$ cat config.mk
export PLATFORM = sky130hd
export DESIGN_NAME = text_frame_wrapper_checksum_top_flat
export DESIGN_NICKNAME = d
export VERILOG_FILES = /design/src/rtl/core/tfwc_pkg.sv /design/src/rtl/core/tfwc_in_if.sv /design/src/rtl/core/tfwc_out_if.sv /design/src/rtl/core/tfwc_front.sv /design/src/rtl/core/tfwc_queue.sv /design/src/rtl/core/tfwc_back.sv /design/src/rtl/core/text_frame_wrapper_checksum_top.sv /design/src/flat_wrapper.sv
export SDC_FILE = /design/constraint.sdc
export NUM_CORES = 1
export LEC_CHECK = 0
export BUFFER_PORTS_ARGS = -buffer_cell sky130_fd_sc_hd__buf_2
export CAP_MARGIN = 5
export CORE_ASPECT_RATIO = 0.75
export CORE_MARGIN = 10
export CORE_UTILIZATION = 49
export DETAILED_ROUTE_END_ITERATION = 8
export GPL_ROUTABILITY_DRIVEN = 0
export PLACE_DENSITY_LB_ADDON = 0.12
export SLEW_MARGIN = 10
export SYNTH_ARGS = -nofsm -noshare
export SYNTH_HDL_FRONTEND = slang
export SYNTH_SLANG_ARGS = --single-unit
$ cat constraint.sdc
create_clock -name i_clk -period 4.7 [get_ports i_clk]
set_clock_uncertainty 0.2 [all_clocks]
set_input_delay 1.175 -clock i_clk [delete_from_list [all_inputs] [get_ports i_clk]]
set_output_delay 1.175 -clock i_clk [all_outputs]
set_load 0.03 [all_outputs]
$ cat src/rtl/core/tfwc_pkg.sv
`timescale 1ns / 1ps
package tfwc_pkg;

    localparam int FRAME_NUMBER_MODULUS = 8;
    localparam int FN_W = $clog2(FRAME_NUMBER_MODULUS);
    localparam int BYTE_W = 8;

    localparam int QUEUE_DEPTH = 4;
    localparam int QA_W = $clog2(QUEUE_DEPTH);

    localparam logic [BYTE_W-1:0] CH_STX  = 8'h02;
    localparam logic [BYTE_W-1:0] CH_ETX  = 8'h03;
    localparam logic [BYTE_W-1:0] CH_CR   = 8'h0D;
    localparam logic [BYTE_W-1:0] CH_LF   = 8'h0A;
    localparam logic [BYTE_W-1:0] CH_ZERO = 8'h30;

    typedef struct packed {
        logic [BYTE_W-1:0] data;
        logic              last;
        logic              open;
        logic [BYTE_W-1:0] digit;
        logic [BYTE_W-1:0] checksum;
    } t_job;

endpackage

$ cat src/rtl/core/tfwc_in_if.sv
`timescale 1ns / 1ps
interface tfwc_in_if;
    logic       valid;
    logic       ready;
    logic [7:0] payload_byte;
    logic       frame_last;

    modport source (output valid, output payload_byte, output frame_last, input ready);
    modport sink (input valid, input payload_byte, input frame_last, output ready);
endinterface

$ cat src/rtl/core/tfwc_out_if.sv
`timescale 1ns / 1ps
interface tfwc_out_if;
    logic       valid;
    logic       ready;
    logic [7:0] out_byte;
    logic       run_last;
    logic       frame_end;

    modport source (output valid, output out_byte, output run_last, output frame_end,
                    input ready);
    modport sink (input valid, input out_byte, input run_last, input frame_end,
                  output ready);
endinterface

$ cat src/rtl/core/tfwc_front.sv
`timescale 1ns / 1ps
module tfwc_front (
    input  logic          i_clk,
    input  logic          i_rst_n,
    tfwc_in_if.sink       i_in,
    input  logic          i_q_full,
    output logic          o_push,
    output tfwc_pkg::t_job o_job
);
    import tfwc_pkg::*;

    logic [FN_W-1:0]   r_frame_num, n_frame_num;
    logic [BYTE_W-1:0] r_sum, n_sum;
    logic              r_open, n_open;
    logic [BYTE_W-1:0] digit;
    logic [BYTE_W-1:0] sum_base;
    logic [BYTE_W-1:0] sum_new;
    logic              accept;

    assign i_in.ready = !i_q_full;
    assign accept     = i_in.valid && !i_q_full;
    assign o_push     = accept;

    always_comb begin
        digit    = CH_ZERO + BYTE_W'(r_frame_num);
        sum_base = r_open ? r_sum : digit;
        sum_new  = sum_base + i_in.payload_byte;

        o_job.data     = i_in.payload_byte;
        o_job.last     = i_in.frame_last;
        o_job.open     = !r_open;
        o_job.digit    = digit;
        o_job.checksum = sum_new + CH_ETX;

        n_frame_num = r_frame_num;
        n_sum       = r_sum;
        n_open      = r_open;
        if (accept) begin
            if (i_in.frame_last) begin
                n_open = 1'b0;
                n_sum  = '0;
                if (r_frame_num == FN_W'(FRAME_NUMBER_MODULUS - 1)) begin
                    n_frame_num = '0;
                end else begin
                    n_frame_num = r_frame_num + 1'b1;
                end
            end else begin
                n_open = 1'b1;
                n_sum  = sum_new;
            end
        end
    end

    always_ff @(posedge i_clk) begin
        if (!i_rst_n) begin
            r_frame_num <= FN_W'(1);
            r_sum       <= '0;
            r_open      <= 1'b0;
        end else begin
            r_frame_num <= n_frame_num;
            r_sum       <= n_sum;
            r_open      <= n_open;
        end
    end

`ifndef ASSERT_OFF
    a_num_range: assert property (@(posedge i_clk) disable iff (!i_rst_n)
        {1'b0, r_frame_num} < (FN_W+1)'(FRAME_NUMBER_MODULUS))
        else $error("frame number out of range");
    a_close_clears: assert property (@(posedge i_clk) disable iff (!i_rst_n)
        accept && i_in.frame_last |=> !r_open && r_sum == '0)
        else $error("frame not closed after last byte");
    a_open_sum: assert property (@(posedge i_clk) disable iff (!i_rst_n)
        !r_open |-> r_sum == '0)
        else $error("stale checksum with no open frame");
`endif
endmodule

$ cat src/rtl/core/tfwc_queue.sv
`timescale 1ns / 1ps
module tfwc_queue (
    input  logic           i_clk,
    input  logic           i_rst_n,
    input  logic           i_push,
    input  tfwc_pkg::t_job i_push_job,
    output logic           o_full,
    input  logic           i_pop,
    output tfwc_pkg::t_job o_head,
    output logic           o_head_valid
);
    import tfwc_pkg::*;

    t_job            r_mem [QUEUE_DEPTH];
    logic [QA_W-1:0] r_wr_ptr;
    logic [QA_W-1:0] r_rd_ptr;
    logic [QA_W:0]   r_count;

    assign o_full       = (r_count == (QA_W+1)'(QUEUE_DEPTH));
    assign o_head_valid = (r_count != '0);
    assign o_head       = r_mem[r_rd_ptr];

    always_ff @(posedge i_clk) begin
        if (i_push) begin
            r_mem[r_wr_ptr] <= i_push_job;
        end
    end

    always_ff @(posedge i_clk) begin
        if (!i_rst_n) begin
            r_wr_ptr <= '0;
            r_rd_ptr <= '0;
            r_count  <= '0;
        end else begin
            if (i_push) begin
                r_wr_ptr <= r_wr_ptr + 1'b1;
            end
            if (i_pop) begin
                r_rd_ptr <= r_rd_ptr + 1'b1;
            end
            if (i_push && !i_pop) begin
                r_count <= r_count + 1'b1;
            end else if (!i_push && i_pop) begin
                r_count <= r_count - 1'b1;
            end
        end
    end

`ifndef ASSERT_OFF
    a_no_overflow: assert property (@(posedge i_clk) disable iff (!i_rst_n)
        i_push |-> !o_full)
        else $error("push into full queue");
    a_no_underflow: assert property (@(posedge i_clk) disable iff (!i_rst_n)
        i_pop |-> o_head_valid)
        else $error("pop from empty queue");
    a_ptr_count: assert property (@(posedge i_clk) disable iff (!i_rst_n)
        (r_count == '0 || o_full) |-> r_wr_ptr == r_rd_ptr)
        else $error("pointers disagree with count");
`endif
endmodule

$ cat src/rtl/core/tfwc_back.sv
`timescale 1ns / 1ps
module tfwc_back (
    input  logic           i_clk,
    input  logic           i_rst_n,
    input  tfwc_pkg::t_job i_head,
    input  logic           i_head_valid,
    output logic           o_pop,
    tfwc_out_if.source     o_out
);
    import tfwc_pkg::*;

    localparam logic [2:0] PH_STX   = 3'd0;
    localparam logic [2:0] PH_DIGIT = 3'd1;
    localparam logic [2:0] PH_DATA  = 3'd2;
    localparam logic [2:0] PH_ETX   = 3'd3;
    localparam logic [2:0] PH_HI    = 3'd4;
    localparam logic [2:0] PH_LO    = 3'd5;
    localparam logic [2:0] PH_CR    = 3'd6;
    localparam logic [2:0] PH_LF    = 3'd7;

    function automatic logic [BYTE_W-1:0] hex_ascii(input logic [3:0] nib);
        if (nib < 4'd10) begin
            hex_ascii = CH_ZERO + {4'h0, nib};
        end else begin
            hex_ascii = 8'h37 + {4'h0, nib};
        end
    endfunction

    logic [2:0]        r_phase;
    logic              r_mid;
    logic              r_valid;
    logic [BYTE_W-1:0] r_byte;
    logic              r_run_last;
    logic              r_frame_end;

    logic [2:0]        cur_phase;
    logic [2:0]        nxt_phase;
    logic              done;
    logic              load;
    logic [BYTE_W-1:0] n_byte;
    logic              n_run_last;
    logic              n_frame_end;

    assign cur_phase = r_mid ? r_phase : (i_head.open ? PH_STX : PH_DATA);
    assign load      = i_head_valid && (!r_valid || o_out.ready);
    assign o_pop     = load && done;

    always_comb begin
        n_byte      = '0;
        n_run_last  = 1'b0;
        n_frame_end = 1'b0;
        nxt_phase   = cur_phase;
        done        = 1'b0;
        unique case (cur_phase)
            PH_STX: begin
                n_byte    = CH_STX;
                nxt_phase = PH_DIGIT;
            end
            PH_DIGIT: begin
                n_byte    = i_head.digit;
                nxt_phase = PH_DATA;
            end
            PH_DATA: begin
                n_byte     = i_head.data;
                n_run_last = !i_head.last;
                done       = !i_head.last;
                nxt_phase  = PH_ETX;
            end
            PH_ETX: begin
                n_byte    = CH_ETX;
                nxt_phase = PH_HI;
            end
            PH_HI: begin
                n_byte    = hex_ascii(i_head.checksum[7:4]);
                nxt_phase = PH_LO;
            end
            PH_LO: begin
                n_byte    = hex_ascii(i_head.checksum[3:0]);
                nxt_phase = PH_CR;
            end
            PH_CR: begin
                n_byte    = CH_CR;
                nxt_phase = PH_LF;
            end
            PH_LF: begin
                n_byte      = CH_LF;
                n_run_last  = 1'b1;
                n_frame_end = 1'b1;
                done        = 1'b1;
            end
            default: begin
                n_byte = '0;
            end
        endcase
    end

    always_ff @(posedge i_clk) begin
        if (!i_rst_n) begin
            r_mid   <= 1'b0;
            r_phase <= PH_STX;
            r_valid <= 1'b0;
        end else begin
            if (load) begin
                r_mid   <= !done;
                r_phase <= nxt_phase;
                r_valid <= 1'b1;
            end else if (o_out.ready) begin
                r_valid <= 1'b0;
            end
        end
    end

    always_ff @(posedge i_clk) begin
        if (load) begin
            r_byte      <= n_byte;
            r_run_last  <= n_run_last;
            r_frame_end <= n_frame_end;
        end
    end

    assign o_out.valid     = r_valid;
    assign o_out.out_byte  = r_byte;
    assign o_out.run_last  = r_run_last;
    assign o_out.frame_end = r_frame_end;

`ifndef ASSERT_OFF
    a_mid_has_head: assert property (@(posedge i_clk) disable iff (!i_rst_n)
        r_mid |-> i_head_valid)
        else $error("request in progress without queue entry");
    a_end_is_lf: assert property (@(posedge i_clk) disable iff (!i_rst_n)
        r_valid && r_frame_end |-> r_run_last && r_byte == CH_LF)
        else $error("frame end not on closing LF");
    a_lf_finishes: assert property (@(posedge i_clk) disable iff (!i_rst_n)
        load && cur_phase == PH_LF |=> !r_mid)
        else $error("request not finished after LF");
`endif
endmodule

$ cat src/rtl/core/text_frame_wrapper_checksum_top.sv
`timescale 1ns / 1ps
// A request is stored in the queue, then the sequencer registers its first byte for output.
// Throughput: one output byte per cycle while the output is ready and a request is queued;
// requests emit 1 byte mid-frame, 3 opening a frame, 6 closing one, 8 for a one-byte frame.
// A 4-entry queue between classifier and sequencer absorbs frame open and close bursts.
// Reset (synchronous, active low): frame number 1, checksum 0, no frame open, queue empty.
module text_frame_wrapper_checksum_top (
    input  logic       i_clk,
    input  logic       i_rst_n,
    tfwc_in_if.sink    i_in,
    tfwc_out_if.source o_out
);
    import tfwc_pkg::*;

    logic q_full;
    logic push;
    t_job push_job;
    logic pop;
    t_job head;
    logic head_valid;

    tfwc_front u_front (
        .i_clk    (i_clk),
        .i_rst_n  (i_rst_n),
        .i_in     (i_in),
        .i_q_full (q_full),
        .o_push   (push),
        .o_job    (push_job)
    );

    tfwc_queue u_queue (
        .i_clk        (i_clk),
        .i_rst_n      (i_rst_n),
        .i_push       (push),
        .i_push_job   (push_job),
        .o_full       (q_full),
        .i_pop        (pop),
        .o_head       (head),
        .o_head_valid (head_valid)
    );

    tfwc_back u_back (
        .i_clk        (i_clk),
        .i_rst_n      (i_rst_n),
        .i_head       (head),
        .i_head_valid (head_valid),
        .o_pop        (pop),
        .o_out        (o_out)
    );
endmodule
$ cat src/flat_wrapper.sv
// flat-port wrapper written by rule: the top's interface ports become plain ports
module text_frame_wrapper_checksum_top_flat import tfwc_pkg::*;
  (i_clk, i_rst_n, i_in_valid, i_in_payload_byte, i_in_frame_last, i_in_ready, o_out_valid, o_out_out_byte, o_out_run_last, o_out_frame_end, o_out_ready);
  tfwc_in_if i_in_i ();
  tfwc_out_if o_out_i ();
  input  logic i_clk;
  input  logic i_rst_n;
  input wire logic [$bits(i_in_i.valid)-1:0] i_in_valid;
  input wire logic [$bits(i_in_i.payload_byte)-1:0] i_in_payload_byte;
  input wire logic [$bits(i_in_i.frame_last)-1:0] i_in_frame_last;
  output wire logic [$bits(i_in_i.ready)-1:0] i_in_ready;
  output wire logic [$bits(o_out_i.valid)-1:0] o_out_valid;
  output wire logic [$bits(o_out_i.out_byte)-1:0] o_out_out_byte;
  output wire logic [$bits(o_out_i.run_last)-1:0] o_out_run_last;
  output wire logic [$bits(o_out_i.frame_end)-1:0] o_out_frame_end;
  input wire logic [$bits(o_out_i.ready)-1:0] o_out_ready;
  assign i_in_i.valid = i_in_valid;
  assign i_in_i.payload_byte = i_in_payload_byte;
  assign i_in_i.frame_last = i_in_frame_last;
  assign i_in_ready = i_in_i.ready;
  assign o_out_valid = o_out_i.valid;
  assign o_out_out_byte = o_out_i.out_byte;
  assign o_out_run_last = o_out_i.run_last;
  assign o_out_frame_end = o_out_i.frame_end;
  assign o_out_i.ready = o_out_ready;
  text_frame_wrapper_checksum_top u_core (.i_clk(i_clk), .i_rst_n(i_rst_n), .i_in(i_in_i), .o_out(o_out_i));
endmodule
==> results by group <==
Synthesis
  • Post-synth net total: 415
  • Syn. warnings: 0
  • Area fraction of the dominant cell type after synthesis: 0.517
  • Summed instance area of the synthesized netlist: 5460 sq um
  • Synth cell types: 58
  • Syn Inst Count: 383
  • Library cell with the largest summed area after synthesis: edfxtp_1
  • Asr flop ratio synth: 0
  • Synth top area cells: edfxtp_1 (52%), dfxtp_1 (9.5%), mux4_2 (5.0%)
  • EDFF count, synth: 94
  • Synthesized area divided by synthesized cell count: 14.2 sq um
  • Main synth FF type: edfxtp_1
  • Synth Register Bits: 120
  • Proportion of synthesized chip area in sequential cells: 0.613

Critical path
  • Destination of the worst register-to-register timing path: u_core.u_queue.r_mem[3][6]$_DFFE_PP_
  • Cell mode on critical path: a211oi_1
  • Reg2Reg Setup Slack: 1.43 ns
  • FF-to-FF path depth: 7
  • Critical Path End Type: register
  • Sort of element at the start of the critical path: register
  • Buf+Inv Stages, Crit Path: 0
  • Data required time of the critical path: 4.71 ns
  • Data arrival time of the critical path: 3.27 ns
  • Dominant delay contributor by cell family on the critical path: compound AO/OA/AOI/OAI gates
  • Maximum fanout along the worst path: 10
  • Kind of critical path: reg -> reg
  • Launching point of the worst reg2reg path: u_core.u_front.r_open$_SDFFE_PN0P_
  • CP max stage delay: 0.58 ns
  • Cell Chain, Critical Path: mux2_2 > ha_1 > a211oi_1 > o21ai_0 > a211oi_1 > nand4_1 > xnor2_1
  • Critical-path cell with the highest stage delay: dfxtp_1

Floorplan
  • Top-Level Pins: 25
  • Core Box Area: 10900 sq um
  • Die extent in y: 111 um
  • Floorplan die area: 15800 sq um
  • Initial Utilization: 0.501
  • Cell row count: 33
  • Horizontal extent of the die: 142 um

Clocking
  • CTS buffer count: 17
  • Number of sinks handled by clock tree synthesis: 120
  • Root Buffer: clkbuf_16
  • Post-CTS clock slew at the launch and capture registers of the worst setup and hold paths: 0.06 ns
  • H-tree levels: 4
  • Quantity of gates resized following cts: 0
  • TritonCTS clock tree: built
  • Hold-fix buffers at CTS: 0
  • Setup fix buffers added after clock tree synthesis: 0
  • Worst-Skew Late Latency: 0.41 ns
  • Buffer depth of the longest clock path: 2

Layout
  • Diodes inserted: 0
  • Number of nets in the layout: 451
  • Area growth from synthesis to layout: 16.3%
  • Fraction of layout instances using a drive strength above 1: 0.206
  • Fillers: 850

Pwr
  • Clk network pwr share: 0.335
  • Final total power: 3.79 mW
  • Power share of the combinational group: 0.265
  • Peak supply drop: 279 uV
  • Switching Share: 0.315
  • Power share of the sequential group: 0.400
  • Pwr/cell area: 598 nW/um^2
  • Static leakage power: 2.26 nW
  • Sw Pwr: 1.19 mW
  • Cell-internal power: 2.60 mW

Min path
  • End point of the most critical hold path: u_core.u_back.o_out.valid$_SDFFE_PN0P_
  • HP Start: u_core.u_back.o_out.valid$_SDFFE_PN0P_
  • Number of cells traversed by the worst hold path: 2
  • Type of the most critical hold path: reg -> reg

STA
  • Setup repair after global routing missed its margin: no
  • Slew @ Worst Pin: 0.529 ns
  • Final Hold Violating Endpoints: 0
  • Max Clk Rate: 306 MHz
  • Sum Neg Setup Slack: 0 ns
  • Setup violations, final: 0
  • Post-layout min period: 3.27 ns
  • Tcrit/Tclk final: 0.695
  • Max transition margin: 0.645
  • Count of final max-slew check failures: 0

Global route
  • Total congestion overflow: 0
  • Vias in the first global route: 3259
  • Global routing met3 resource utilization: 0.0569
  • Global routing met2 resource utilization: 0.209
  • Initial antenna violation count: 0
  • Global routing's busiest layer: met2
  • Wire length of the first global-routing pass: 17.5 mm
  • Largest net degree at the start of global routing: 22
  • Total routing usage reported by global routing: 0.143
  • Met1 GRT Util: 0.192

Placement
  • Input/output buffers: 24
  • Post-detailed-placement half-perimeter wirelength: 7.23 mm

Routing
  • DR iter-0 viols: 161
  • Post-route DRC: 0
  • Final wirelength: 10.8 mm
  • Wire per inst: 18.9 um
  • Number of detailed-routing iterations run before antenna repair: 5
  • Antenna Violating Nets Remaining: 0
  • Via count: 3325
  • Via density: 5.81

Run
  • Max-Cap Viols: 0

Outcome
  • Status: complete, no violations
-- synth_stat cells (5+ instances only) --
cell,number
inv_1,17
mux4_1,9
a211oi_1,10
clkbuf_1,8
a22oi_1,5
mux4_2,12
edfxtp_1,94
and2_1,9
nor2_1,20
o21ai_0,10
nand2_1,17
a21boi_0,5
ha_1,17
a21oi_1,15
xnor2_1,13
nor3_1,11
dfxtp_1,26
nor2b_1,9
-- cells in the final DEF, fill, tap and decap left out, drive strengths merged, types with 3 or more instances in the layout --
master    Yosys  layout
a21boi        5       5
xnor2        13      13
mux2          4       4
dfxtp        26      26
a21oi        16      16
o21a          4       4
nand2        17      17
nand4         4       4
buf           6      31
and3          4       4
edfxtp       94      94
inv          18      21
xor2          3       3
a21o          3       3
nor2         20      20
o221ai        3       3
mux4         21      21
clkinv        1       5
a22oi         5       5
nand2b        4       4
nor3         11      11
a211oi       10      10
nor2b         9       9
or3b          3       3
o21ai        13      13
nand3         5       5
clkinvlp      0       4
and2          9       9
ha           17      17
clkbuf        8      21
-- per-stage QoR --
step | area (sq um) | worst slack, ns | std cells | utilization | hold WS (ns)
after floorplan | 5460 | 1.42 | 383 | - | 0.251
after global placement | 5740 | 1.13 | 540 | 0.527 | 0.265
after detailed placement | 5740 | 1.05 | 540 | 0.527 | 0.283
after CTS | 6350 | 1.41 | 572 | 0.582 | 0.296
after global routing | 6350 | 1.10 | 572 | 0.582 | 0.335
final | 6350 | 1.43 | 572 | 0.582 | 0.291
-- area by class of cell --
| cell class | count | area [sq um] | share of cell area |
|---|---|---|---|
| Clock inverter | 11 | 80.1 | 0.0126 |
| Tap cell | 140 | 175 | 0.0276 |
| Multi-Input combinational cell | 230 | 1980 | 0.312 |
| Inverter | 19 | 71.3 | 0.0112 |
| Sequential cell | 120 | 3340 | 0.527 |
| Timing Repair Buffer | 31 | 173 | 0.0272 |
| Clock buffer | 21 | 526 | 0.0828 |
-- routing by layer --
layer	up-vias	wire length, um
li1	1562	-
met1	1655	5090
met2	99	4880
met3	9	729
met4	0	91
met5	-	0
-- cells by family after synthesis --
| kind of cell | Yosys count | share of synthesized area |
|---|---|---|
| buf+inv | 33 | 0.0250 |
| simple gates | 94 | 0.0912 |
| compound gates | 74 | 0.0945 |
| flops | 120 | 0.613 |
| mux | 27 | 0.105 |
| xor+xnor | 16 | 0.0257 |
| fa+ha+maj | 19 | 0.0463 |
-- sequential cells by signal, summed over array words and instances (netlist names), named ones only --
signal,cells
u_core.u_back.o_out.frame_end,1
u_core.u_back.o_out.out_byte,8
u_core.u_back.o_out.run_last,1
u_core.u_back.o_out.valid,1
u_core.u_back.r_mid,1
u_core.u_back.r_phase,3
u_core.u_front.r_frame_num,3
u_core.u_front.r_open,1
u_core.u_front.r_sum,8
u_core.u_queue.r_count,3
u_core.u_queue.r_mem,84
u_core.u_queue.r_rd_ptr,2
u_core.u_queue.r_wr_ptr,2
-- how the worst max path moves through the flow --
stage / slack [ns] / startpoint / to / cells after the start
3_3_place_gp: 1.13 / i_in_payload_byte[0] / u_core.u_queue.r_mem[2][7]$_DFFE_PP_ / 8
3_5_place_dp: 1.05 / i_in_payload_byte[1] / u_core.u_queue.r_mem[3][6]$_DFFE_PP_ / 7
6_report: 1.43 / u_core.u_front.r_open$_SDFFE_PN0P_ / u_core.u_queue.r_mem[3][6]$_DFFE_PP_ / 7
2_1_floorplan: 1.42 / i_in_payload_byte[0] / u_core.u_queue.r_mem[0][7]$_DFFE_PP_ / 7
4_1_cts: 1.41 / u_core.u_front.r_open$_SDFFE_PN0P_ / u_core.u_queue.r_mem[3][6]$_DFFE_PP_ / 7
5_1_grt: 1.10 / u_core.u_front.r_open$_SDFFE_PN0P_ / u_core.u_queue.r_mem[3][6]$_DFFE_PP_ / 7
-- tightest hold or removal path: cells and delay by family, from the launching register on --
kind               cells  cell delay (ns)
and+or+nand+nor        1             0.06
DFF                    1             0.33
AOI/OAI and AO/OA      1             0.06
-- power by group through the flow --
| stage | registers (mW) | logic (mW) | clock network (mW) |
|---|---|---|---|
| CTS | 1.52 | 1.02 | 1.29 |
| detailed placement | 1.54 | 1.01 | 0 |
| global route | 1.54 | 1.11 | 1.36 |
| finish | 1.52 | 1.01 | 1.27 |
| floorplan | 1.59 | 0.686 | 0 |
| global placement | 1.53 | 0.985 | 0 |
(Power assumes the default switching activity.)
